File: config.mk
export PLATFORM = sky130hd
export DESIGN_NAME = bffe_ram
export DESIGN_NICKNAME = d
export VERILOG_FILES = /design/src/rtl/bffe_ram.sv
export SDC_FILE = /design/constraint.sdc
export NUM_CORES = 2
export LEC_CHECK = 0
export BUFFER_PORTS_ARGS = -buffer_cell sky130_fd_sc_hd__buf_4
export CAP_MARGIN = 10
export CORE_ASPECT_RATIO = 0.75
export CORE_MARGIN = 2
export CORE_UTILIZATION = 50
export DETAILED_ROUTE_END_ITERATION = 7
export GPL_ROUTABILITY_DRIVEN = 0
export PLACE_DENSITY_LB_ADDON = 0.12
export SYNTH_ARGS = -nofsm -noshare
export SYNTH_HDL_FRONTEND = slang
export SYNTH_SLANG_ARGS = --single-unit
File: constraint.sdc
create_clock -name clk -period 4.8 [get_ports clk]
set_input_delay 1.44 -clock clk [delete_from_list [all_inputs] [get_ports clk]]
set_output_delay 1.44 -clock clk [all_outputs]
set_load 0.05 [all_outputs]
File: src/rtl/bffe_ram.sv
`timescale 1ns / 1ps

module bffe_ram #(
  parameter int W = 2,
  parameter int DEPTH = 1024,
  localparam int AW = $clog2(DEPTH)
) (
  input  logic          clk,
  input  logic          we,
  input  logic [AW-1:0] waddr,
  input  logic [W-1:0]  wdata,
  input  logic [AW-1:0] raddr,
  output logic [W-1:0]  rdata
);

  logic [W-1:0] mem [DEPTH];
  logic [W-1:0] rdata_r;

  always_ff @(posedge clk) begin
    if (we) begin
      mem[waddr] <= wdata;
    end
  end

  always_ff @(posedge clk) begin
    rdata_r <= mem[raddr];
  end

  assign rdata = rdata_r;

endmodule

==> impl_metrics.py <==
metrics = {
    "critical_path": {
        "critical_path.endpoint_type": "flop",
        "r2r_slack_ns": 1.89,
        "critPathArrivalTime_ns": 4.72,
        "critPathMaxFanout": 42,
        "cp-start-kind": "primary input",
        "critPathKind": "primary input to flop",
        "worstPathRequired_ns": 5.56,
    },
    "timing": {
        "period_needed_ns": 3.96,
        "setup-tns-final_ns": 0,
        "skew_ns": 0.0270,
        "worst_slack_ns": 0.842,
        "finalHoldViolCount": 0,
        "whs_ns": 1.11,
        "slew_headroom": 0.208,
        "setup_viol": 0,
        "period_share": 0.825,
        "max_freq_ghz": 0.253,
        "tightest_slew_ns": 1.19,
        "slew_viol_final": 0,
        "rsz0062_at_grt": "no",
    },
    "floorplanning": {
        "rows": 130,
        "ios": 26,
        "die_area_um2": 171000,
        "dieWidth_um": 477,
        "core-area_um2": 167000,
        "start_util": 0.502,
        "fp.dieH_um": 358,
    },
    "clocking": {
        "cts_root_buf": "clkbuf_16",
        "clk_transition_reported_paths_ns": 0.06,
        "tritoncts": "done",
        "post_cts_buffers": 0,
        "cts_buffers": 195,
        "insertion_delay_ns": 0.83,
        "cts-resized-gates": 0,
        "cts_sinks": 2050,
        "htree_levels": 4,
        "postCtsHoldBufs": 0,
        "cts_buffer_depth": 3,
    },
    "detailed_routing": {
        "viasPerCell": 6.42,
        "drc": 0,
        "vias": 46900,
        "wl_per_cell_um": 33.2,
        "drtAntennaViolNets": 0,
        "drtIter0Drc": 6847,
        "dr.pass1.iters": 6,
        "wirelength_mm": 243,
    },
    "global_route": {
        "antenna_found_initial": 10,
        "grt.total_usage": 0.286,
        "grt_pass1_wl_mm": 346,
        "grt_max_degree": 179,
        "overflow": 0,
        "grt_pass1_vias": 46300,
    },
    "power": {
        "power_frac_comb": 0.056,
        "p_leak_nw": 28.7,
        "total_power_w": 0.0367,
        "pwr-share-seq": 0.536,
        "powerDensity_nw_per_um2": 391,
        "swShare": 0.220,
        "ir_drop_mv": 0.385,
        "pwr-share-clk": 0.408,
        "intPower_w": 0.0287,
        "p_switching_w": 0.00808,
    },
    "synth": {
        "synth.net_count": 4817,
        "yosysUniqueCellTypes": 66,
        "synth_top_area_cell": "edfxtp_1",
        "synth.cell_area_um2": 83800,
        "synth_top_cell_area_share": 0.734,
        "synth_edf_count": 2048,
        "async_reset_ff_frac": 0,
        "netlist_instances": 4793,
        "ys_ff_latch": 2050,
        "seq_area_frac_synth": 0.735,
        "synth_warnings": 0,
        "ys_top_cells_by_area": "edfxtp_1 (73%), mux4_2 (12%), nor2_1 (4.7%), mux2i_1 (2.4%), clkbuf_1 (1.1%)",
        "syn_area_per_cell_um2": 17.5,
        "synth-main-ff-cell": "edfxtp_1",
    },
    "placed_design": {
        "portBuffers": 25,
        "post-place-ws_ns": 0.0642,
        "place_hpwl_mm": 140,
    },
    "final_layout": {
        "drive_gt1_frac": 0.214,
        "layout.nets": 4927,
        "post-route-util": 0.563,
        "area_delta_synth_final_pct": 12.3,
    },
    "min_path": {
        "min_path_type": "primary input to flop",
    },
    "outcome": {
        "outcome": "finished clean",
    },
    "run": {
        "drv_cap": 0,
    },
}
-- final timing paths --
| check | startpoint | endpoint | cells past startpoint |
|---|---|---|---|
| setup / recovery | raddr[0] | rdata[0]$_DFF_P_ | 14 |
| hold / removal | wdata[1] | mem[249][1]$_DFFE_PP_ | 1 |
| setup reg to reg | mem[956][1]$_DFFE_PP_ | rdata[1]$_DFF_P_ | 8 |
| hold reg to reg | mem[987][1]$_DFFE_PP_ | rdata[1]$_DFF_P_ | 6 |
-- cells by family after synthesis --
| logic type | share of synthesized area |
|---|---|
| buf+inv | 0.0249 |
| mux | 0.147 |
| compound gates | 0.0298 |
| flops | 0.735 |
| simple gates | 0.0640 |
-- through the flow --
step	instances	instance area, um2
5_1_grt	7307	94000
4_1_cts	7306	94000
2_1_floorplan	4793	83800
3_5_place_dp	6950	88000
3_3_place_gp	6950	88000
6_report	7308	94000
-- final cells by class --
| type | instances | area [um2] |
|---|---|---|
| clock inverters | 108 | 905 |
| repair buffers | 309 | 3060 |
| inverters | 6 | 27.5 |
| clock buffers | 248 | 5160 |
| fillers | 13000 | 72800 |
| multi-input cells | 2341 | 20500 |
| flip-flops and latches | 2050 | 61500 |
| diodes | 2 | 5.00 |
| well taps | 2244 | 2810 |
-- routing by layer --
| metal | routed length [um] | GRT usage |
|---|---|---|
| met5 | 11 | 0 |
| met4 | 5660 | 0.0698 |
| met3 | 24700 | 0.0614 |
| met2 | 109000 | 0.428 |
| met1 | 104000 | 0.433 |
-- flip-flops by register name, summed over array words and instances (netlist names) --
signal / count
rdata: 2
mem: 2048
-- worst max-delay path, stage by stage --
cell and delay, ns:
buf_8 0.19, buf_12 0.22, buf_12 0.30, buf_4 0.33
mux2i_1 0.13, o221ai_1 0.27, o22ai_1 0.14, o21ai_0 0.63
buf_4 0.28, o21ai_0 0.09, nor4_1 0.29, buf_4 0.16
o22ai_1 0.07, nand4_1 0.10
-- cells in the final DEF, fill, tap and decap left out, types with 8 or more instances in the layout --
| cell type | count |
|---|---|
| mux2i_1 | 205 |
| nor4_1 | 9 |
| a221oi_1 | 13 |
| mux2_2 | 8 |
| nand4_1 | 13 |
| a21oi_1 | 70 |
| clkinv_1 | 43 |
| a22oi_1 | 45 |
| nand3_1 | 15 |
| o22ai_1 | 45 |
| nand3_4 | 24 |
| buf_12 | 57 |
| nor2_1 | 1052 |
| and3_1 | 8 |
| mux4_2 | 449 |
| o21ai_0 | 36 |
| nor3_1 | 44 |
| nor2b_1 | 9 |
| buf_4 | 248 |
| nand2_1 | 90 |
| clkinv_2 | 36 |
| clkbuf_1 | 49 |
| clkbuf_16 | 199 |
| o221ai_1 | 82 |
| a22o_1 | 13 |
| a211oi_1 | 13 |
| edfxtp_1 | 2048 |
| bufinv_16 | 12 |
-- synth_stat cells (9+ instances only) --
cell and n:
nand3_1 39, a22o_1 13, nor4_1 9, a211oi_1 13
buf_4 28, nand4_1 13, a221oi_1 13, o22ai_1 45
buf_2 26, buf_6 33, nor2b_1 13, edfxtp_1 2048
mux2i_1 205, a22oi_1 45, nor3_1 45, mux4_2 449
a21oi_1 70, nor3b_1 10, clkbuf_1 239, nor2_1 1054
nand2_1 96, o221ai_1 82, buf_8 14, buf_1 54
o21ai_0 36
-- power groups by stage --
stage | Clock (W) | Sequential, W | Combinational (W)
after CTS | 0.0152 | 0.0197 | 0.00204
after global routing | 0.0159 | 0.0197 | 0.00214
after global placement | 0 | 0.0201 | 0.00203
after floorplan | 0 | 0.0201 | 0.00103
after detailed placement | 0 | 0.0201 | 0.00203
final | 0.0150 | 0.0197 | 0.00205
(Power assumes the default switching activity.)
