`src/rtl/bffe_pkg.sv`:
```
`timescale 1ns / 1ps

package bffe_pkg;

  localparam int MAX_SIDE_DEF = 32;
  localparam int SIDE_CFG_W = 6;
  localparam int REQ_W = 2;
  localparam int ROW_W = 5;
  localparam int COL_W = 5;
  localparam int CLASS_W = 2;

  typedef enum logic [REQ_W-1:0] {
    REQ_LOAD = 2'd0,
    REQ_FILL = 2'd1,
    REQ_READ = 2'd2
  } req_t;

  localparam logic [CLASS_W-1:0] C_OUTSIDE = 2'd0;
  localparam logic [CLASS_W-1:0] C_WALL    = 2'd1;
  localparam logic [CLASS_W-1:0] C_OPEN    = 2'd2;

  typedef enum logic [2:0] {
    S_CLEAR,
    S_IDLE,
    S_READ_WAIT,
    S_VIS_RD,
    S_VIS_CHK,
    S_POP,
    S_POP_WAIT
  } state_t;

  // border seeds first, then the four neighbours of a dequeued cell
  typedef enum logic [2:0] {
    ST_SEED_TOP,
    ST_SEED_LEFT,
    ST_SEED_BOT,
    ST_SEED_RIGHT,
    ST_NB_DOWN,
    ST_NB_RIGHT,
    ST_NB_UP,
    ST_NB_LEFT
  } step_t;

endpackage

```
`src/rtl/bffe_nbr.sv`:
```
`timescale 1ns / 1ps

module bffe_nbr #(
  parameter int MAX_SIDE = bffe_pkg::MAX_SIDE_DEF,
  localparam int CW = $clog2(MAX_SIDE),
  localparam int SW = $clog2(MAX_SIDE + 1),
  localparam int IW = $clog2(MAX_SIDE * MAX_SIDE)
) (
  input  bffe_pkg::step_t step,
  input  logic [CW-1:0]   base_row,
  input  logic [CW-1:0]   base_col,
  input  logic [SW-1:0]   side,
  output logic [CW-1:0]   tgt_row,
  output logic [CW-1:0]   tgt_col,
  output logic [IW-1:0]   tgt_addr,
  output logic            tgt_ok
);
  import bffe_pkg::*;

  logic [CW-1:0] last;

  assign last = CW'(side - SW'(1));

  always_comb begin
    tgt_row = base_row;
    tgt_col = base_col;
    tgt_ok  = 1'b1;
    unique case (step)
      ST_SEED_TOP:   tgt_row = '0;
      ST_SEED_LEFT:  tgt_col = '0;
      ST_SEED_BOT:   tgt_row = last;
      ST_SEED_RIGHT: tgt_col = last;
      ST_NB_DOWN: begin
        tgt_row = CW'(base_row + CW'(1));
        tgt_ok  = (int'(base_row) + 1) < int'(side);
      end
      ST_NB_RIGHT: begin
        tgt_col = CW'(base_col + CW'(1));
        tgt_ok  = (int'(base_col) + 1) < int'(side);
      end
      ST_NB_UP: begin
        tgt_row = CW'(base_row - CW'(1));
        tgt_ok  = base_row != '0;
      end
      ST_NB_LEFT: begin
        tgt_col = CW'(base_col - CW'(1));
        tgt_ok  = base_col != '0;
      end
      default: tgt_ok = 1'b0;
    endcase
  end

  assign tgt_addr = IW'(int'(tgt_row) * MAX_SIDE + int'(tgt_col));

endmodule

```
`config.mk`:
```
export PLATFORM = sky130hd
export DESIGN_NAME = bffe_nbr
export DESIGN_NICKNAME = d
export VERILOG_FILES = /design/src/rtl/bffe_pkg.sv /design/src/rtl/bffe_nbr.sv
export SDC_FILE = /design/constraint.sdc
export NUM_CORES = 1
export LEC_CHECK = 0
export ABC_AREA = 1
export ABC_CLOCK_PERIOD_IN_PS = 1600
export BUFFER_PORTS_ARGS = -buffer_cell sky130_fd_sc_hd__buf_2
export CORE_MARGIN = 10
export CORE_UTILIZATION = 54
export DETAILED_ROUTE_END_ITERATION = 7
export PLACE_DENSITY = 0.91
export SYNTH_ARGS = -nofsm -noshare
export SYNTH_HDL_FRONTEND = slang
export SYNTH_SLANG_ARGS = --single-unit
export TNS_END_PERCENT = 20
```
`constraint.sdc`:
```
create_clock -name vclk -period 1.6
set_input_delay 0.16 -clock vclk [all_inputs]
set_output_delay 0.16 -clock vclk [all_outputs]
set_load 0.03 [all_outputs]
```
==> results of run 1 <==
[stage by stage]
stage	TNS, ns	cells	hold WS, ns
CTS	-0.0138	280	0.814
global placement	-0.995	279	0.799
detailed placement	-1.84	279	0.807
floorplan	-2.07	197	0.570
[what timing repair did]
| item | 4_1_cts |
|---|---|
| cloned | 0 |
| pin swaps | 17 |
| setup endpoints to repair | 15 |
| resized for setup | 56 |
| buffers inserted | 1 |
[Yosys cell counts (3+ instances only)]
cell      instances  area (um2)
nand4_1           4        25.0
inv_2             3        11.3
nor2_4            3        33.8
a21oi_1           4        20.0
nor2_1           11        41.3
nand3_1          22         110
xor2_1            8        70.1
o211ai_1          3        22.5
nand2_1          54         203
inv_1            32         120
buf_4            10        75.1
ha_1             21         263
[metal layers]
metal  overflow  GRT usage [%]
met1          1           48.8
met2         11           63.6
met3          0           47.7
met4          9           60.2
met5          0           17.5
[cells by family after synthesis]
| logic type | count (synthesis) |
|---|---|
| fa+ha+maj | 23 |
| compound gates | 14 |
| buf+inv | 47 |
| xor+xnor | 9 |
| simple gates | 104 |
==> impl_metrics.py, run 1 <==
metrics = {
    "die": {
        "boundaryPins": 40,
        "fp-row-count": 16,
        "die_x_um": 66.7,
        "die_h_um": 66.7,
        "initial_core_util_pct": 58.3,
    },
    "synthesis": {
        "synthAdderAreaFrac_pct": 25.7,
        "synth_mux_area_share_pct": 0,
        "syn_nets": 239,
        "avgSynthCellArea_um2": 5.98,
        "ys_warn_count": 0,
        "yosys.area_share.simple_pct": 40.9,
        "synthCells": 197,
        "yosysSeqAreaShare_pct": 0,
        "synthXorXnorAreaFrac_pct": 6.69,
        "synth_top_family_by_area": "simple AND/OR/NAND/NOR gates",
        "ys_types": 27,
        "synth-compound-area-share_pct": 7.75,
        "syn_area_mm2": 0.00118,
    },
    "clocking": {
        "hold_buffers": 0,
    },
    "placement": {
        "io_buffers": 40,
        "pre_cts_ws_ns": -0.198,
        "place.gp.congestion": 0.889,
        "place_hpwl_um": 3250,
        "dpl_cell_area_mm2": 0.00157,
    },
    "global_routing": {
        "grt_usage_pct": 53.4,
        "overflow": 21,
        "grt_max_degree": 9,
        "antenna_found_initial": 1,
    },
    "run_status": {
        "tool.error": "[ERROR GRT-0232] Routing congestion too high. Check the congestion heatmap in the GUI.",
        "status": "aborted with a tool error",
        "haltStage": "5_1_grt",
    },
    "timing": {
        "worstEndpointType": "top-level output",
        "crit_endpoint": "tgt_ok",
    },
}
==> run 2, diff against run 1 <==
- CORE_AREA: default -> 10 10 71 73
- CORE_MARGIN: 10 -> default
- CORE_UTILIZATION: 54 -> default
- DIE_AREA: default -> 0 0 81 83
- PLACE_DENSITY: 0.91 -> default
- PLACE_DENSITY_LB_ADDON: default -> 0.15
==> run 2 against run 1 <==
Compared with the run above: synthesized area is the same; the flow now finishes, with violations (negative setup slack); synthesized cell count unchanged.
==> impl_metrics.py, run 2 <==
metrics = {
    "die": {
        "fp-row-count": 22,
        "initial_core_util_pct": 32.4,
        "core-area_mm2": 0.00363,
        "boundaryPins": 40,
        "die_x_um": 81,
        "die_area_mm2": 0.00672,
        "die_h_um": 83,
    },
    "synthesis": {
        "ys_top_cells_by_area": "ha_1, nand2_1, inv_1",
        "post-synth-top-count-cell": "nand2_1",
        "synthXorXnorAreaFrac_pct": 6.69,
        "synth_mux_area_share_pct": 0,
        "ys_warn_count": 0,
        "synthAdderAreaFrac_pct": 25.7,
        "yosysTopAreaCellShare_pct": 22.3,
        "yosys-top-cells-count": "nand2_1, inv_1, nand3_1",
        "syn_area_mm2": 0.00118,
        "ys_types": 27,
        "synth_top_family_by_area": "simple AND/OR/NAND/NOR gates",
        "synthCells": 197,
        "avgSynthCellArea_um2": 5.98,
        "yosys.area_share.simple_pct": 40.9,
        "synth-compound-area-share_pct": 7.75,
        "yosysSeqAreaShare_pct": 0,
        "synth_top_cell_by_area": "ha_1",
        "syn_nets": 239,
    },
    "power": {
        "p_sw_uw": 366,
        "peakVddDrop_mv": 0.133,
        "power.share.sequential_pct": 0,
        "p_leak_nw": 1.03,
        "intPower_uw": 287,
        "power.share.combinational_pct": 100.0,
        "switching_share_pct": 56.1,
        "p_total_uw": 654,
        "power.density_mw_per_mm2": 337,
        "power.share.clock_pct": 0,
    },
    "final_layout": {
        "nFlopsAndLatches": 0,
        "final_nets": 304,
        "n_fill_cell": 397,
        "multi_input_area_mm2": 0.00113,
        "final_layout_size_suffix_gt1_share_pct": 43.1,
        "clock_buffers": 0,
        "syn2layout_area_growth_pct": 64.5,
        "mostFrequentLayoutCell": "nand2_1",
        "n_antenna_cell": 0,
        "mostFrequentLayoutCells": "nand2_1, buf_4, inv_1",
        "regArea_um2": 0,
    },
    "placement": {
        "place.gp.congestion": 0.756,
        "io_buffers": 40,
        "place_hpwl_um": 3230,
        "pre_cts_ws_ns": -0.175,
    },
    "run": {
        "maxCapViolCount": 0,
    },
    "critical_path": {
        "required_ns": 1.44,
        "startpoint": "base_col[1]",
        "crit_type": "input port to output port",
        "setup.worst_path.start_class": "input port",
        "crit_arrival_ns": 1.44,
        "crit_path_end_kind": "output port",
        "path_max_fanout": 3,
    },
    "drt": {
        "drtIter0Drc": 46,
        "viasPerCell": 4.59,
        "wl_per_cell_um": 12.1,
        "antenna_left": 0,
        "drt_pass1_iterations": 4,
        "wl_um": 3730,
        "dr_total_vias": 1413,
        "drcViolationCount": 0,
    },
    "timing": {
        "rsz0062_at_grt": "true",
        "worst_slack_ns": -0.00226,
        "min_period_ns": 1.60,
        "fmax_mhz": 624,
        "setup_viol": 1,
        "min_period_over_period_pct": 100,
        "finalHoldViolCount": 0,
        "drv_slew": 0,
        "tightest_slew_ns": 0.264,
        "relSlewSlack_pct": 82.2,
    },
    "run_status": {
        "violations": "negative setup slack",
        "status": "finished, violations left",
    },
    "worst_hold_path": {
        "hold_end": "tgt_ok",
        "hold_depth": 5,
        "hp-start": "step[2]",
        "hp-class": "input port to output port",
    },
    "global_routing": {
        "overflow": 0,
        "grt_pass1_wl_um": 6110,
        "grt_max_degree": 9,
        "antenna_found_initial": 0,
        "grt_usage_pct": 10.5,
        "grt_pass1_vias": 1343,
    },
    "clocking": {
        "hold_buffers": 0,
    },
}
run 2: cell families after synthesis:
| kind of cell | count (synthesis) |
|---|---|
| buf+inv | 47 |
| simple gates | 104 |
| compound gates | 14 |
| fa+ha+maj | 23 |
| xor+xnor | 9 |
run 2: how the worst max path moves through the flow:
stage,to,slack [ns],depth (start not counted)
finish,tgt_ok,-0.002,11
global route,tgt_ok,-0.10,11
CTS,tgt_addr[1],-0.05,7
detailed placement,tgt_ok,-0.18,11
global placement,tgt_ok,-0.14,11
floorplan,tgt_row[2],-0.36,7
run 2: area by class of cell:
cell class | count | share of cell area, %
inverters | 36 | 7.48
multi-input cells | 150 | 58.1
well taps | 48 | 3.10
repair buffers | 74 | 31.3
run 2: through the flow:
stage	setup TNS (ns)	instances	utilization (%)	hold slack, ns	instance area (um2)
3_3_place_gp	-1.49	304	44.7	0.814	1630
2_1_floorplan	-2.07	197	-	0.570	1230
6_report	-0.00226	308	53.4	0.741	1940
5_1_grt	-0.737	308	53.4	0.778	1940
4_1_cts	-0.233	307	49.0	0.775	1780
3_5_place_dp	-1.70	304	44.7	0.819	1630
run 2: timing repair:
action,4_1_cts,5_1_grt
gates resized for setup,38,38
gates cloned,0,0
endpoints found under the setup margin,15,17
pin swaps,10,16
buffers inserted,3,1
run 2: metal layers:
layer | share of wire, % | wire, um | GRT usage (%) | vias up
met5 | 0 | 0 | 0 | -
li1 | - | - | - | 756
met4 | 0 | 0 | 0 | 0
met1 | 47 | 1740 | 13.9 | 629
met2 | 47 | 1750 | 17.8 | 28
met3 | 6.4 | 239 | 1.94 | 0
run 2: power groups by stage:
stage | logic (mW) | registers, mW | clock network, mW
after floorplan | 0.383 | 0 | 0
after global placement | 0.550 | 0 | 0
after detailed placement | 0.552 | 0 | 0
after CTS | 0.607 | 0 | 0
after global routing | 0.723 | 0 | 0
final | 0.654 | 0 | 0
run 2: worst max-delay path, cell delays in order:
cell	delay (ns)
buf_8	0.10
ha_4	0.15
buf_4	0.12
xor2_1	0.13
ha_1	0.27
nand2_1	0.05
nor2_1	0.08
nand2_1	0.06
nand3_1	0.09
nand3_2	0.08
buf_6	0.14
No activity file was read; power rests on OpenSTA's default activity.
==> run 3, diff against run 2 <==
- ABC_AREA: 1 -> default
==> run 3 against run 2 <==
Compared with the run above: the run still ends with negative setup slack left; synthesized area fell by 6.1%; core utilization fell by 1.6 points; first-iteration DRC count decreased by 13%; largest power group unchanged; highest routed layer is now met4.
==> impl_metrics.py, run 3 <==
metrics = {
    "run_status": {
        "status": "finished, violations left",
        "violations": "negative setup slack",
    },
    "drt": {
        "antenna_left": 0,
        "wl_um": 3730,
        "drtIter0Drc": 40,
        "wl_per_cell_um": 13.8,
        "dr_total_vias": 1327,
        "drt_pass1_iterations": 5,
        "drcViolationCount": 0,
        "viasPerCell": 4.91,
    },
    "run": {
        "maxCapViolCount": 0,
    },
    "placement": {
        "io_buffers": 40,
        "place.gp.congestion": 0.748,
        "dpl_cell_area_mm2": 0.00167,
        "place_hpwl_um": 3250,
    },
    "global_routing": {
        "grt_pass1_vias": 1401,
        "antenna_found_initial": 0,
        "grt_pass1_wl_um": 6110,
        "grt_usage_pct": 10.5,
        "grt_max_degree": 22,
        "overflow": 0,
    },
    "timing": {
        "tightest_slew_ns": 0.305,
        "min_period_ns": 1.85,
        "worst_slack_ns": -0.247,
        "tns_ns": -1.49,
        "hold-worst-slack_ns": 0.806,
        "min_period_over_period_pct": 115,
        "drv_slew": 0,
        "finalHoldViolCount": 0,
        "fmax_mhz": 541,
        "relSlewSlack_pct": 79.5,
        "rsz0062_at_grt": "true",
        "setup_viol": 11,
    },
    "die": {
        "die_area_mm2": 0.00672,
        "initial_core_util_pct": 30.5,
        "core-area_mm2": 0.00363,
        "die_x_um": 81,
        "die_h_um": 83,
        "fp-row-count": 22,
        "boundaryPins": 40,
    },
    "synthesis": {
        "yosysSeqAreaShare_pct": 0,
        "syn_area_mm2": 0.00111,
        "ys_top_cells_by_area": "ha_1, nand3_1, buf_4",
        "ys_types": 34,
        "ys_warn_count": 0,
        "synthCells": 158,
        "post-synth-top-count-cell": "ha_1",
        "yosys-top-cells-count": "ha_1, nand3_1, inv_1, nand2_1",
        "synth_top_cell_by_area": "ha_1",
        "avgSynthCellArea_um2": 7.01,
        "yosysTopAreaCellShare_pct": 23.7,
        "syn_nets": 200,
    },
    "power": {
        "power.density_mw_per_mm2": 362,
        "intPower_uw": 312,
        "switching_share_pct": 54.1,
        "p_sw_uw": 369,
        "p_leak_nw": 0.920,
        "power.share.combinational_pct": 100.0,
        "peakVddDrop_mv": 0.226,
        "power.share.clock_pct": 0,
        "power.share.sequential_pct": 0,
    },
    "critical_path": {
        "crit_arrival_ns": 1.69,
        "crit_type": "input port to output port",
        "required_ns": 1.44,
        "setup.worst_path.start_class": "input port",
        "path_max_fanout": 4,
        "crit_path_end_kind": "output port",
    },
    "final_layout": {
        "final_layout_size_suffix_gt1_share_pct": 51.8,
        "clock_buffers": 0,
        "regArea_um2": 0,
        "finalInstanceArea_mm2": 0.00188,
        "n_antenna_cell": 0,
        "mostFrequentLayoutCells": "buf_4, ha_1, buf_2",
        "final_nets": 266,
        "mostFrequentLayoutCell": "buf_4",
        "syn2layout_area_growth_pct": 69.8,
        "multi_input_area_mm2": 0.00113,
        "n_fill_cell": 384,
        "nFlopsAndLatches": 0,
        "utilization_pct": 51.8,
    },
    "clocking": {
        "hold_buffers": 0,
    },
    "worst_hold_path": {
        "hold_depth": 4,
        "hp-class": "input port to output port",
        "hold_end": "tgt_col[2]",
        "hp-start": "base_col[2]",
    },
}
==> run 3: kinds of logic (layout without fill, tap and decap cells) <==
logic type	count (synthesis)	after routing	synth area share, %
AO/OA/AOI/OAI	31	31	18.1
XOR/XNOR	11	11	8.70
AND/OR/NAND/NOR	59	59	27.0
buffers and inverters	28	92	13.2
multiplexers	6	6	5.65
adder cells (fa/ha/maj)	23	23	27.3
==> run 3: timing repair <==
action / in CTS / in global routing
pin swaps: 13 / 11
gates resized for setup: 43 / 16
endpoints found under the setup margin: 15 / 17
buffers inserted: 3 / 0
endpoints found under the hold margin: 0 / 0
==> run 3: how the worst max path moves through the flow <==
stage	start	to	slack (ns)	depth (start not counted)
after floorplan	step[2]	tgt_col[4]	-0.42	9
after global placement	step[0]	tgt_row[4]	-0.34	9
after detailed placement	step[0]	tgt_row[4]	-0.37	9
after CTS	step[1]	tgt_addr[4]	-0.32	8
after global routing	step[1]	tgt_col[4]	-0.31	8
final	step[1]	tgt_col[4]	-0.25	8
==> run 3: final cells by class <==
| class | instances | share of cell area (%) |
|---|---|---|
| Timing Repair Buffer | 80 | 33.9 |
| Tap cell | 48 | 3.19 |
| Multi-Input combinational cell | 130 | 60.3 |
| Inverter | 12 | 2.66 |
==> run 3: routing by layer <==
layer / up-vias / part of all wire (%) / global-route usage [%]
met5: - / 0 / 0
li1: 680 / - / -
met2: 33 / 53 / 20.7
met4: 0 / 0.75 / 0.626
met3: 4 / 4.7 / 0.862
met1: 610 / 42 / 12.1
==> run 3: critical path, stage by stage <==
cell and delay, ns:
buf_8 0.10, and3_4 0.19, fa_2 0.34, a21o_1 0.19, a21oi_4 0.16, mux2i_2 0.29
nand3_4 0.11, buf_6 0.15
==> run 3: power by group through the flow <==
stage          registers [mW]  logic (mW)  clock network, mW
5_1_grt                     0       0.739                  0
2_1_floorplan               0       0.416                  0
4_1_cts                     0       0.670                  0
3_3_place_gp                0       0.586                  0
3_5_place_dp                0       0.597                  0
6_report                    0       0.681                  0
==> run 3: per-stage QoR <==
step | setup WS, ns | std cells | power (mW)
6_report | -0.247 | 270 | 0.681
5_1_grt | -0.311 | 270 | 0.739
4_1_cts | -0.324 | 270 | 0.670
3_5_place_dp | -0.374 | 267 | 0.597
3_3_place_gp | -0.336 | 267 | 0.586
2_1_floorplan | -0.424 | 158 | 0.416
