<file path="src/rtl/bffe_pkg.sv">
`timescale 1ns / 1ps

package bffe_pkg;

  localparam int MAX_SIDE_DEF = 32;
  localparam int SIDE_CFG_W = 6;
  localparam int REQ_W = 2;
  localparam int ROW_W = 5;
  localparam int COL_W = 5;
  localparam int CLASS_W = 2;

  typedef enum logic [REQ_W-1:0] {
    REQ_LOAD = 2'd0,
    REQ_FILL = 2'd1,
    REQ_READ = 2'd2
  } req_t;

  localparam logic [CLASS_W-1:0] C_OUTSIDE = 2'd0;
  localparam logic [CLASS_W-1:0] C_WALL    = 2'd1;
  localparam logic [CLASS_W-1:0] C_OPEN    = 2'd2;

  typedef enum logic [2:0] {
    S_CLEAR,
    S_IDLE,
    S_READ_WAIT,
    S_VIS_RD,
    S_VIS_CHK,
    S_POP,
    S_POP_WAIT
  } state_t;

  // border seeds first, then the four neighbours of a dequeued cell
  typedef enum logic [2:0] {
    ST_SEED_TOP,
    ST_SEED_LEFT,
    ST_SEED_BOT,
    ST_SEED_RIGHT,
    ST_NB_DOWN,
    ST_NB_RIGHT,
    ST_NB_UP,
    ST_NB_LEFT
  } step_t;

endpackage

</file>
<file path="src/rtl/bffe_if.sv">
`timescale 1ns / 1ps

interface bffe_in_if;
  import bffe_pkg::*;

  logic               valid;
  logic               ready;
  logic [REQ_W-1:0]   req_type;
  logic [ROW_W-1:0]   row;
  logic [COL_W-1:0]   col;
  logic               is_wall;

  modport source (output valid, output req_type, output row, output col, output is_wall,
                  input ready);
  modport sink (input valid, input req_type, input row, input col, input is_wall,
                output ready);
endinterface

interface bffe_out_if;
  import bffe_pkg::*;

  logic               valid;
  logic               ready;
  logic [CLASS_W-1:0] cell_class;
  logic               is_read_data;

  modport source (output valid, output cell_class, output is_read_data, input ready);
  modport sink (input valid, input cell_class, input is_read_data, output ready);
endinterface

</file>
<file path="src/rtl/bffe_ctrl.sv">
`timescale 1ns / 1ps

module bffe_ctrl #(
  parameter int MAX_SIDE = bffe_pkg::MAX_SIDE_DEF,
  localparam int CW = $clog2(MAX_SIDE),
  localparam int SW = $clog2(MAX_SIDE + 1),
  localparam int CELLS = MAX_SIDE * MAX_SIDE,
  localparam int IW = $clog2(CELLS),
  localparam int QW = $clog2(CELLS + 1)
) (
  input  logic                            clk,
  input  logic                            rst_n,
  bffe_in_if.sink                         in_ch,
  bffe_out_if.source                      out_ch,
  input  logic                            cfg_we,
  input  logic [bffe_pkg::SIDE_CFG_W-1:0] cfg_wdata,
  output logic                            g_we,
  output logic [IW-1:0]                   g_waddr,
  output logic [bffe_pkg::CLASS_W-1:0]    g_wdata,
  output logic [IW-1:0]                   g_raddr,
  input  logic [bffe_pkg::CLASS_W-1:0]    g_rdata,
  output logic                            q_we,
  output logic [IW-1:0]                   q_waddr,
  output logic [2*CW-1:0]                 q_wdata,
  output logic [IW-1:0]                   q_raddr,
  input  logic [2*CW-1:0]                 q_rdata,
  output bffe_pkg::step_t                 nb_step,
  output logic [CW-1:0]                   nb_base_row,
  output logic [CW-1:0]                   nb_base_col,
  output logic [SW-1:0]                   nb_side,
  input  logic [CW-1:0]                   nb_row,
  input  logic [CW-1:0]                   nb_col,
  input  logic [IW-1:0]                   nb_addr,
  input  logic                            nb_ok
);
  import bffe_pkg::*;

  localparam int SIDE_RST = (32 > MAX_SIDE) ? MAX_SIDE : 32;

  state_t               state_r, state_nxt;
  step_t                step_r, step_nxt;
  logic [SW-1:0]        side_r, side_nxt;
  logic [IW-1:0]        clr_r, clr_nxt;
  logic [QW-1:0]        head_r, head_nxt;
  logic [QW-1:0]        tail_r, tail_nxt;
  logic [CW-1:0]        base_row_r, base_row_nxt;
  logic [CW-1:0]        base_col_r, base_col_nxt;
  logic [IW-1:0]        vis_addr_r, vis_addr_nxt;
  logic [2*CW-1:0]      vis_rc_r, vis_rc_nxt;
  logic                 in_grid_r, in_grid_nxt;
  logic                 out_valid_r, out_valid_nxt;
  logic [CLASS_W-1:0]   out_class_r, out_class_nxt;
  logic                 out_rd_r, out_rd_nxt;
  logic                 in_ready;
  logic                 adv;
  logic                 in_grid;
  logic [IW-1:0]        req_addr;
  logic [CW-1:0]        last;

  assign in_grid  = (int'(in_ch.row) < int'(side_r)) && (int'(in_ch.col) < int'(side_r));
  assign req_addr = IW'(int'(CW'(in_ch.row)) * MAX_SIDE + int'(CW'(in_ch.col)));
  assign last     = CW'(side_r - SW'(1));

  assign nb_step     = step_r;
  assign nb_base_row = base_row_r;
  assign nb_base_col = base_col_r;
  assign nb_side     = side_r;

  assign in_ch.ready       = in_ready;
  assign out_ch.valid      = out_valid_r;
  assign out_ch.cell_class = out_class_r;
  assign out_ch.is_read_data = out_rd_r;

  always_comb begin
    state_nxt     = state_r;
    step_nxt      = step_r;
    side_nxt      = side_r;
    clr_nxt       = clr_r;
    head_nxt      = head_r;
    tail_nxt      = tail_r;
    base_row_nxt  = base_row_r;
    base_col_nxt  = base_col_r;
    vis_addr_nxt  = vis_addr_r;
    vis_rc_nxt    = vis_rc_r;
    in_grid_nxt   = in_grid_r;
    out_valid_nxt = out_valid_r && !out_ch.ready;
    out_class_nxt = out_class_r;
    out_rd_nxt    = out_rd_r;
    g_we          = 1'b0;
    g_waddr       = vis_addr_r;
    g_wdata       = C_OUTSIDE;
    g_raddr       = nb_addr;
    q_we          = 1'b0;
    q_waddr       = tail_r[IW-1:0];
    q_wdata       = vis_rc_r;
    q_raddr       = head_r[IW-1:0];
    in_ready      = 1'b0;
    adv           = 1'b0;

    if (cfg_we) begin
      if (cfg_wdata == '0) begin
        side_nxt = SW'(1);
      end else if (int'(cfg_wdata) > MAX_SIDE) begin
        side_nxt = SW'(MAX_SIDE);
      end else begin
        side_nxt = SW'(cfg_wdata);
      end
    end

    unique case (state_r)
      S_CLEAR: begin
        g_we    = 1'b1;
        g_waddr = clr_r;
        g_wdata = C_OPEN;
        clr_nxt = clr_r + IW'(1);
        if (clr_r == IW'(CELLS - 1)) begin
          state_nxt = S_IDLE;
        end
      end
      S_IDLE: begin
        in_ready = !out_valid_r || out_ch.ready;
        g_raddr  = req_addr;
        if (in_ch.valid && in_ready) begin
          case (in_ch.req_type)
            REQ_LOAD: begin
              g_we          = in_grid;
              g_waddr       = req_addr;
              g_wdata       = in_ch.is_wall ? C_WALL : C_OPEN;
              out_valid_nxt = 1'b1;
              out_class_nxt = C_OUTSIDE;
              out_rd_nxt    = 1'b0;
            end
            REQ_READ: begin
              in_grid_nxt = in_grid;
              state_nxt   = S_READ_WAIT;
            end
            REQ_FILL: begin
              head_nxt     = '0;
              tail_nxt     = '0;
              base_row_nxt = '0;
              base_col_nxt = '0;
              step_nxt     = ST_SEED_TOP;
              state_nxt    = S_VIS_RD;
            end
            default: begin
              out_valid_nxt = 1'b1;
              out_class_nxt = C_OUTSIDE;
              out_rd_nxt    = 1'b0;
            end
          endcase
        end
      end
      S_READ_WAIT: begin
        out_valid_nxt = 1'b1;
        out_class_nxt = in_grid_r ? g_rdata : C_WALL;
        out_rd_nxt    = 1'b1;
        state_nxt     = S_IDLE;
      end
      S_VIS_RD: begin
        vis_addr_nxt = nb_addr;
        vis_rc_nxt   = {nb_row, nb_col};
        if (nb_ok) begin
          state_nxt = S_VIS_CHK;
        end else begin
          adv = 1'b1;
        end
      end
      S_VIS_CHK: begin
        if (g_rdata == C_OPEN) begin
          g_we     = 1'b1;
          q_we     = 1'b1;
          tail_nxt = tail_r + QW'(1);
        end
        adv = 1'b1;
      end
      S_POP: begin
        if (head_r == tail_r) begin
          out_valid_nxt = 1'b1;
          out_class_nxt = C_OUTSIDE;
          out_rd_nxt    = 1'b0;
          state_nxt     = S_IDLE;
        end else begin
          head_nxt  = head_r + QW'(1);
          state_nxt = S_POP_WAIT;
        end
      end
      S_POP_WAIT: begin
        base_row_nxt = q_rdata[2*CW-1:CW];
        base_col_nxt = q_rdata[CW-1:0];
        step_nxt     = ST_NB_DOWN;
        state_nxt    = S_VIS_RD;
      end
      default: state_nxt = S_IDLE;
    endcase

    if (adv) begin
      case (step_r)
        ST_SEED_RIGHT: begin
          if (base_row_r == last) begin
            state_nxt = S_POP;
          end else begin
            base_row_nxt = base_row_r + CW'(1);
            base_col_nxt = base_col_r + CW'(1);
            step_nxt     = ST_SEED_TOP;
            state_nxt    = S_VIS_RD;
          end
        end
        ST_NB_LEFT: state_nxt = S_POP;
        default: begin
          step_nxt  = step_t'(step_r + 3'd1);
          state_nxt = S_VIS_RD;
        end
      endcase
    end
  end

  always_ff @(posedge clk) begin
    if (!rst_n) begin
      state_r     <= S_CLEAR;
      clr_r       <= '0;
      side_r      <= SW'(SIDE_RST);
      head_r      <= '0;
      tail_r      <= '0;
      out_valid_r <= 1'b0;
    end else begin
      state_r     <= state_nxt;
      clr_r       <= clr_nxt;
      side_r      <= side_nxt;
      head_r      <= head_nxt;
      tail_r      <= tail_nxt;
      out_valid_r <= out_valid_nxt;
    end
  end

  always_ff @(posedge clk) begin
    step_r      <= step_nxt;
    base_row_r  <= base_row_nxt;
    base_col_r  <= base_col_nxt;
    vis_addr_r  <= vis_addr_nxt;
    vis_rc_r    <= vis_rc_nxt;
    in_grid_r   <= in_grid_nxt;
    out_class_r <= out_class_nxt;
    out_rd_r    <= out_rd_nxt;
  end

endmodule

</file>
<file path="src/flat_wrapper.sv">
// flat-port wrapper written by rule: the top's interface ports become plain ports
module bffe_ctrl_flat import bffe_pkg::*;
#(
  parameter int MAX_SIDE = bffe_pkg::MAX_SIDE_DEF,
  localparam int CW = $clog2(MAX_SIDE),
  localparam int SW = $clog2(MAX_SIDE + 1),
  localparam int CELLS = MAX_SIDE * MAX_SIDE,
  localparam int IW = $clog2(CELLS),
  localparam int QW = $clog2(CELLS + 1)
)
  (clk, rst_n, cfg_we, cfg_wdata, g_we, g_waddr, g_wdata, g_raddr, g_rdata, q_we, q_waddr, q_wdata, q_raddr, q_rdata, nb_step, nb_base_row, nb_base_col, nb_side, nb_row, nb_col, nb_addr, nb_ok, in_ch_valid, in_ch_req_type, in_ch_row, in_ch_col, in_ch_is_wall, in_ch_ready, out_ch_valid, out_ch_cell_class, out_ch_is_read_data, out_ch_ready);
  bffe_in_if in_ch_i ();
  bffe_out_if out_ch_i ();
  input  logic clk;
  input  logic rst_n;
  input  logic cfg_we;
  input  logic [bffe_pkg::SIDE_CFG_W-1:0] cfg_wdata;
  output logic g_we;
  output logic [IW-1:0] g_waddr;
  output logic [bffe_pkg::CLASS_W-1:0] g_wdata;
  output logic [IW-1:0] g_raddr;
  input  logic [bffe_pkg::CLASS_W-1:0] g_rdata;
  output logic q_we;
  output logic [IW-1:0] q_waddr;
  output logic [2*CW-1:0] q_wdata;
  output logic [IW-1:0] q_raddr;
  input  logic [2*CW-1:0] q_rdata;
  output bffe_pkg::step_t nb_step;
  output logic [CW-1:0] nb_base_row;
  output logic [CW-1:0] nb_base_col;
  output logic [SW-1:0] nb_side;
  input  logic [CW-1:0] nb_row;
  input  logic [CW-1:0] nb_col;
  input  logic [IW-1:0] nb_addr;
  input  logic nb_ok;
  input wire logic [$bits(in_ch_i.valid)-1:0] in_ch_valid;
  input wire logic [$bits(in_ch_i.req_type)-1:0] in_ch_req_type;
  input wire logic [$bits(in_ch_i.row)-1:0] in_ch_row;
  input wire logic [$bits(in_ch_i.col)-1:0] in_ch_col;
  input wire logic [$bits(in_ch_i.is_wall)-1:0] in_ch_is_wall;
  output wire logic [$bits(in_ch_i.ready)-1:0] in_ch_ready;
  output wire logic [$bits(out_ch_i.valid)-1:0] out_ch_valid;
  output wire logic [$bits(out_ch_i.cell_class)-1:0] out_ch_cell_class;
  output wire logic [$bits(out_ch_i.is_read_data)-1:0] out_ch_is_read_data;
  input wire logic [$bits(out_ch_i.ready)-1:0] out_ch_ready;
  assign in_ch_i.valid = in_ch_valid;
  assign in_ch_i.req_type = in_ch_req_type;
  assign in_ch_i.row = in_ch_row;
  assign in_ch_i.col = in_ch_col;
  assign in_ch_i.is_wall = in_ch_is_wall;
  assign in_ch_ready = in_ch_i.ready;
  assign out_ch_valid = out_ch_i.valid;
  assign out_ch_cell_class = out_ch_i.cell_class;
  assign out_ch_is_read_data = out_ch_i.is_read_data;
  assign out_ch_i.ready = out_ch_ready;
  bffe_ctrl #(.MAX_SIDE(MAX_SIDE)) u_core (.clk(clk), .rst_n(rst_n), .in_ch(in_ch_i), .out_ch(out_ch_i), .cfg_we(cfg_we), .cfg_wdata(cfg_wdata), .g_we(g_we), .g_waddr(g_waddr), .g_wdata(g_wdata), .g_raddr(g_raddr), .g_rdata(g_rdata), .q_we(q_we), .q_waddr(q_waddr), .q_wdata(q_wdata), .q_raddr(q_raddr), .q_rdata(q_rdata), .nb_step(nb_step), .nb_base_row(nb_base_row), .nb_base_col(nb_base_col), .nb_side(nb_side), .nb_row(nb_row), .nb_col(nb_col), .nb_addr(nb_addr), .nb_ok(nb_ok));
endmodule
</file>
<file path="config.mk">
export PLATFORM = sky130hd
export DESIGN_NAME = bffe_ctrl_flat
export DESIGN_NICKNAME = d
export VERILOG_FILES = /design/src/rtl/bffe_pkg.sv /design/src/rtl/bffe_if.sv /design/src/rtl/bffe_ctrl.sv /design/src/flat_wrapper.sv
export SDC_FILE = /design/constraint.sdc
export NUM_CORES = 1
export LEC_CHECK = 0
export ABC_AREA = 1
export BUFFER_PORTS_ARGS = -buffer_cell sky130_fd_sc_hd__buf_2
export CORE_MARGIN = 2
export CORE_UTILIZATION = 40
export DETAILED_ROUTE_END_ITERATION = 7
export MAX_ROUTING_LAYER = met4
export PLACE_DENSITY_LB_ADDON = 0.25
export SKIP_LAST_GASP = 1
export SYNTH_ARGS = -nofsm -noshare
export SYNTH_HDL_FRONTEND = slang
export SYNTH_SLANG_ARGS = --single-unit
</file>
<file path="constraint.sdc">
create_clock -name clk -period 5.4 [get_ports clk]
set_input_delay 1.35 -clock clk [delete_from_list [all_inputs] [get_ports clk]]
set_output_delay 1.35 -clock clk [all_outputs]
set_load 0.02 [all_outputs]
</file>
==> impl_metrics.xml <==
<?xml version="1.0" encoding="UTF-8"?>
<metrics>
  <group name="pwr">
    <metric name="power.share.switching" unit="">0.249</metric>
    <metric name="pwr-share-seq" unit="">0.472</metric>
    <metric name="internal_power" unit="mW">0.984</metric>
    <metric name="p_comb_frac" unit="">0.074</metric>
    <metric name="p_clk_frac" unit="">0.454</metric>
    <metric name="power_per_cell_area" unit="nW/µm²">221</metric>
    <metric name="power_leakage" unit="nW">2.86</metric>
    <metric name="switchingPower" unit="mW">0.327</metric>
    <metric name="worst_ir_drop_vdd" unit="µV">122</metric>
  </group>
  <group name="synth">
    <metric name="synth_top_cells_by_count" unit="">sky130_fd_sc_hd__nand2_1 (175), sky130_fd_sc_hd__inv_1 (93), sky130_fd_sc_hd__nor2_1 (71)</metric>
    <metric name="synthesis.nets" unit="">775</metric>
    <metric name="synthArstFlopShare" unit="">0</metric>
    <metric name="syn_area" unit="µm²">4970</metric>
    <metric name="ys_warn_count" unit="">0</metric>
    <metric name="synth_seq_area_share" unit="">0.368</metric>
    <metric name="synth_top_cell_area_share" unit="">0.217</metric>
    <metric name="synth_largest_area_cell" unit="">sky130_fd_sc_hd__dfxtp_1</metric>
    <metric name="synth_top_flop_cell" unit="">sky130_fd_sc_hd__dfxtp_1</metric>
    <metric name="ys_ff_latch" unit="">79</metric>
    <metric name="yosysMostFrequentCell" unit="">sky130_fd_sc_hd__nand2_1</metric>
    <metric name="cell_variety_after_synth" unit="">42</metric>
    <metric name="synth_enable_flop_cells" unit="">25</metric>
    <metric name="synth_cells" unit="">700</metric>
    <metric name="syn-mean-instance-area" unit="µm²">7.11</metric>
    <metric name="netlist_top_cells_area" unit="">sky130_fd_sc_hd__dfxtp_1 (22%), sky130_fd_sc_hd__edfxtp_1 (15%), sky130_fd_sc_hd__nand2_1 (13%)</metric>
  </group>
  <group name="finish">
    <metric name="fillers" unit="">1270</metric>
    <metric name="multi_input_comb_area" unit="µm²">2530</metric>
    <metric name="drive_above_1_share" unit="">0.225</metric>
    <metric name="instances_no_fill" unit="">983</metric>
    <metric name="register_area" unit="µm²">1830</metric>
    <metric name="post-route-util" unit="">0.491</metric>
    <metric name="nNetsFinal" unit="">885</metric>
    <metric name="insertedDiodeCount" unit="">0</metric>
    <metric name="syn2layout_area_growth" unit="%">19.0</metric>
  </group>
  <group name="setup_path">
    <metric name="r2r_setup_slack" unit="ns">3.16</metric>
    <metric name="worstPathBufferInverterCount" unit="">4</metric>
    <metric name="critPathMaxStageDelay" unit="ns">0.47</metric>
    <metric name="critical-path-top-cell-by-count" unit="">sky130_fd_sc_hd__nand2_1</metric>
    <metric name="cp_cell_sequence" unit="">buf_2 &gt; inv_1 &gt; nand2_1 &gt; nand2_1 &gt; nor2_1 &gt; nand2_1 &gt; inv_1 &gt; a21oi_1 &gt; nand2_1 &gt; buf_2</metric>
    <metric name="cp_top_family" unit="">simple AND/OR/NAND/NOR gates</metric>
    <metric name="startpoint_type" unit="">primary input</metric>
    <metric name="cp_data_arrival_time" unit="ns">2.85</metric>
    <metric name="timing.critical_path.fanout_max" unit="">21</metric>
    <metric name="worstPathRequired" unit="ns">4.05</metric>
    <metric name="crit_path_kind" unit="">in2out</metric>
    <metric name="slowest_stage" unit="">sky130_fd_sc_hd__nand2_1</metric>
    <metric name="setup.worst_path.end_class" unit="">output pin</metric>
  </group>
  <group name="detailed_routing">
    <metric name="met3RoutedLength" unit="µm">628</metric>
    <metric name="top_layer_used" unit="">met4</metric>
    <metric name="dr_drc_count" unit="">0</metric>
    <metric name="wl_met1" unit="µm">6010</metric>
    <metric name="via_count" unit="">4803</metric>
    <metric name="dr.pass1.iters" unit="">5</metric>
    <metric name="detail_route.wl_per_cell" unit="µm">13.3</metric>
    <metric name="viasPerCell" unit="">4.89</metric>
    <metric name="wl_met2" unit="µm">6150</metric>
    <metric name="drt_iter0_drc" unit="">284</metric>
    <metric name="postRouteAntennaNets" unit="">0</metric>
    <metric name="route.final.wire_length" unit="µm">13000</metric>
  </group>
  <group name="clocking">
    <metric name="clkSlewWorstSetupHoldPaths" unit="ns">0.06</metric>
    <metric name="clock_latency" unit="ns">0.35</metric>
    <metric name="ctsLongestPathBuffers" unit="">2</metric>
    <metric name="cts.htree.levels" unit="">3</metric>
    <metric name="cts-resized-gates" unit="">0</metric>
    <metric name="cts_tree" unit="">done</metric>
    <metric name="cts_inserted_buffers" unit="">9</metric>
    <metric name="postCtsSetupBuffers" unit="">0</metric>
    <metric name="number_of_clock_sinks_seen_by_cts" unit="">79</metric>
    <metric name="cts_root_buf" unit="">sky130_fd_sc_hd__clkbuf_16</metric>
    <metric name="ctsHoldBuffers" unit="">0</metric>
  </group>
  <group name="global_routing">
    <metric name="grt_first_pass_wirelength" unit="µm">20800</metric>
    <metric name="largest_net_degree_at_the_start_of_global_routing" unit="">27</metric>
    <metric name="grtUsageTotal" unit="">0.204</metric>
    <metric name="first_global_vias" unit="">4222</metric>
    <metric name="grt.overflow.total" unit="">0</metric>
    <metric name="number_of_antenna_violations_at_the_first_check_in_global_routing" unit="">0</metric>
  </group>
  <group name="timing">
    <metric name="grt_setup_unrepaired" unit="">no</metric>
    <metric name="layout_min_cycle_time" unit="ns">4.20</metric>
    <metric name="final_hold_viol_count" unit="">0</metric>
    <metric name="slew_violations" unit="">0</metric>
    <metric name="final.period_utilization" unit="">0.778</metric>
    <metric name="fmax" unit="GHz">0.238</metric>
    <metric name="setup_viol_count_final" unit="">0</metric>
    <metric name="tns" unit="ns">0</metric>
    <metric name="worst_pin_slew" unit="ns">0.846</metric>
    <metric name="worst_clock_skew" unit="ns">0.00912</metric>
    <metric name="max-slew-margin-rel" unit="">0.435</metric>
  </group>
  <group name="die">
    <metric name="die_width" unit="µm">116</metric>
    <metric name="die_height" unit="µm">116</metric>
    <metric name="floorplan.core_area" unit="µm²">12100</metric>
    <metric name="rows" unit="">40</metric>
    <metric name="top_level_ports" unit="">135</metric>
    <metric name="initial_utilization" unit="">0.412</metric>
    <metric name="floorplan.die_area" unit="µm²">13300</metric>
  </group>
  <group name="run">
    <metric name="drv_cap" unit="">0</metric>
  </group>
  <group name="placement">
    <metric name="final_estimated_routing_congestion_in_global_placement" unit="">0.860</metric>
    <metric name="dp_hpwl" unit="µm">9980</metric>
    <metric name="port_buffers" unit="">134</metric>
    <metric name="dp_cells" unit="">967</metric>
  </group>
  <group name="min_path">
    <metric name="hold_path_class" unit="">reg2reg</metric>
  </group>
  <group name="outcome">
    <metric name="status" unit="">finished, final reports clean</metric>
  </group>
</metrics>
[layout make-up]
type	count	area share
Clock inverter	6	0.00825
Inverter	100	0.0643
Multi-Input combinational cell	485	0.427
Timing Repair Buffer	135	0.115
Tap cell	168	0.0355
Sequential cell	79	0.310
Clock buffer	10	0.0404
[path summary, 6_finish.rpt]
| check | from | endpoint | cells after the start |
|---|---|---|---|
| max | out_ch_ready | g_waddr[0] | 10 |
| min | u_core.nb_step[1]$_DFF_P_ | u_core.nb_step[1]$_DFF_P_ | 2 |
| max reg2reg | u_core.state_r[2]$_SDFFE_PN0P_ | u_core.head_r[3]$_SDFFE_PN0P_ | 6 |
| min reg2reg | u_core.nb_step[1]$_DFF_P_ | u_core.nb_step[1]$_DFF_P_ | 2 |
[cell usage in the layout (no fill, tap or decap), types with 8 or more instances in the layout]
master                      count
sky130_fd_sc_hd__nand3_1       56
sky130_fd_sc_hd__inv_1         93
sky130_fd_sc_hd__edfxtp_1      25
sky130_fd_sc_hd__nand2_1      175
sky130_fd_sc_hd__ha_1          18
sky130_fd_sc_hd__nor3_1         9
sky130_fd_sc_hd__o21ai_0       29
sky130_fd_sc_hd__buf_2        134
sky130_fd_sc_hd__dfxtp_1       54
sky130_fd_sc_hd__nor2_4         8
sky130_fd_sc_hd__clkbuf_16      9
sky130_fd_sc_hd__nor2_1        71
sky130_fd_sc_hd__nand4_1       20
sky130_fd_sc_hd__a21oi_1       35
sky130_fd_sc_hd__xor2_1         9
[tightest hold or removal path: cells and delay by family (launching register included)]
| kind | cells | cell delay (ns) |
|---|---|---|
| simple gates | 1 | 0.06 |
| compound gates | 1 | 0.06 |
| flops | 1 | 0.32 |
[state kept, by name, summed over array words and instances (netlist names), 2 cells and up, named ones only]
register                  cells
u_core.clr_r                 10
u_core.head_r                11
u_core.nb_base_col            5
u_core.nb_base_row            5
u_core.nb_side                6
u_core.nb_step                2
u_core.out_ch.cell_class      2
u_core.q_wdata               10
u_core.state_r                3
u_core.tail_r                11
u_core.vis_addr_r            10
[logic make-up after synthesis]
kind of cell	after synthesis	share of synthesized area
flip-flops	79	0.368
XOR/XNOR	14	0.0247
buffers and inverters	136	0.123
AND/OR/NAND/NOR	362	0.334
AO/OA/AOI/OAI	91	0.104
adder cells (fa/ha/maj)	18	0.0453
[layer usage]
layer | GRT usage | up-vias
met2 | 0.329 | 126
li1 | - | 2488
met1 | 0.259 | 2172
met3 | 0.0329 | 17
met4 | 0.0755 | 0
met5 | - | -
[through the flow]
stage | setup WS (ns) | hold WS, ns | instance area, µm² | total power [mW]
after floorplan | 1.59 | 0.459 | 4970 | 0.684
after CTS | 1.21 | 0.490 | 5920 | 1.33
final | 1.20 | 0.489 | 5920 | 1.31
after global routing | 0.998 | 0.515 | 5920 | 1.37
after detailed placement | 1.22 | 0.481 | 5630 | 0.729
after global placement | 1.23 | 0.482 | 5630 | 0.728
[power groups by stage]
stage	logic [mW]	registers (mW)	clock network [mW]
after floorplan	0.0498	0.634	0
after global placement	0.0958	0.632	0
after detailed placement	0.0969	0.632	0
after CTS	0.0972	0.619	0.613
after global routing	0.109	0.619	0.641
final	0.0968	0.619	0.595
No activity file was read; power rests on OpenSTA's default activity.
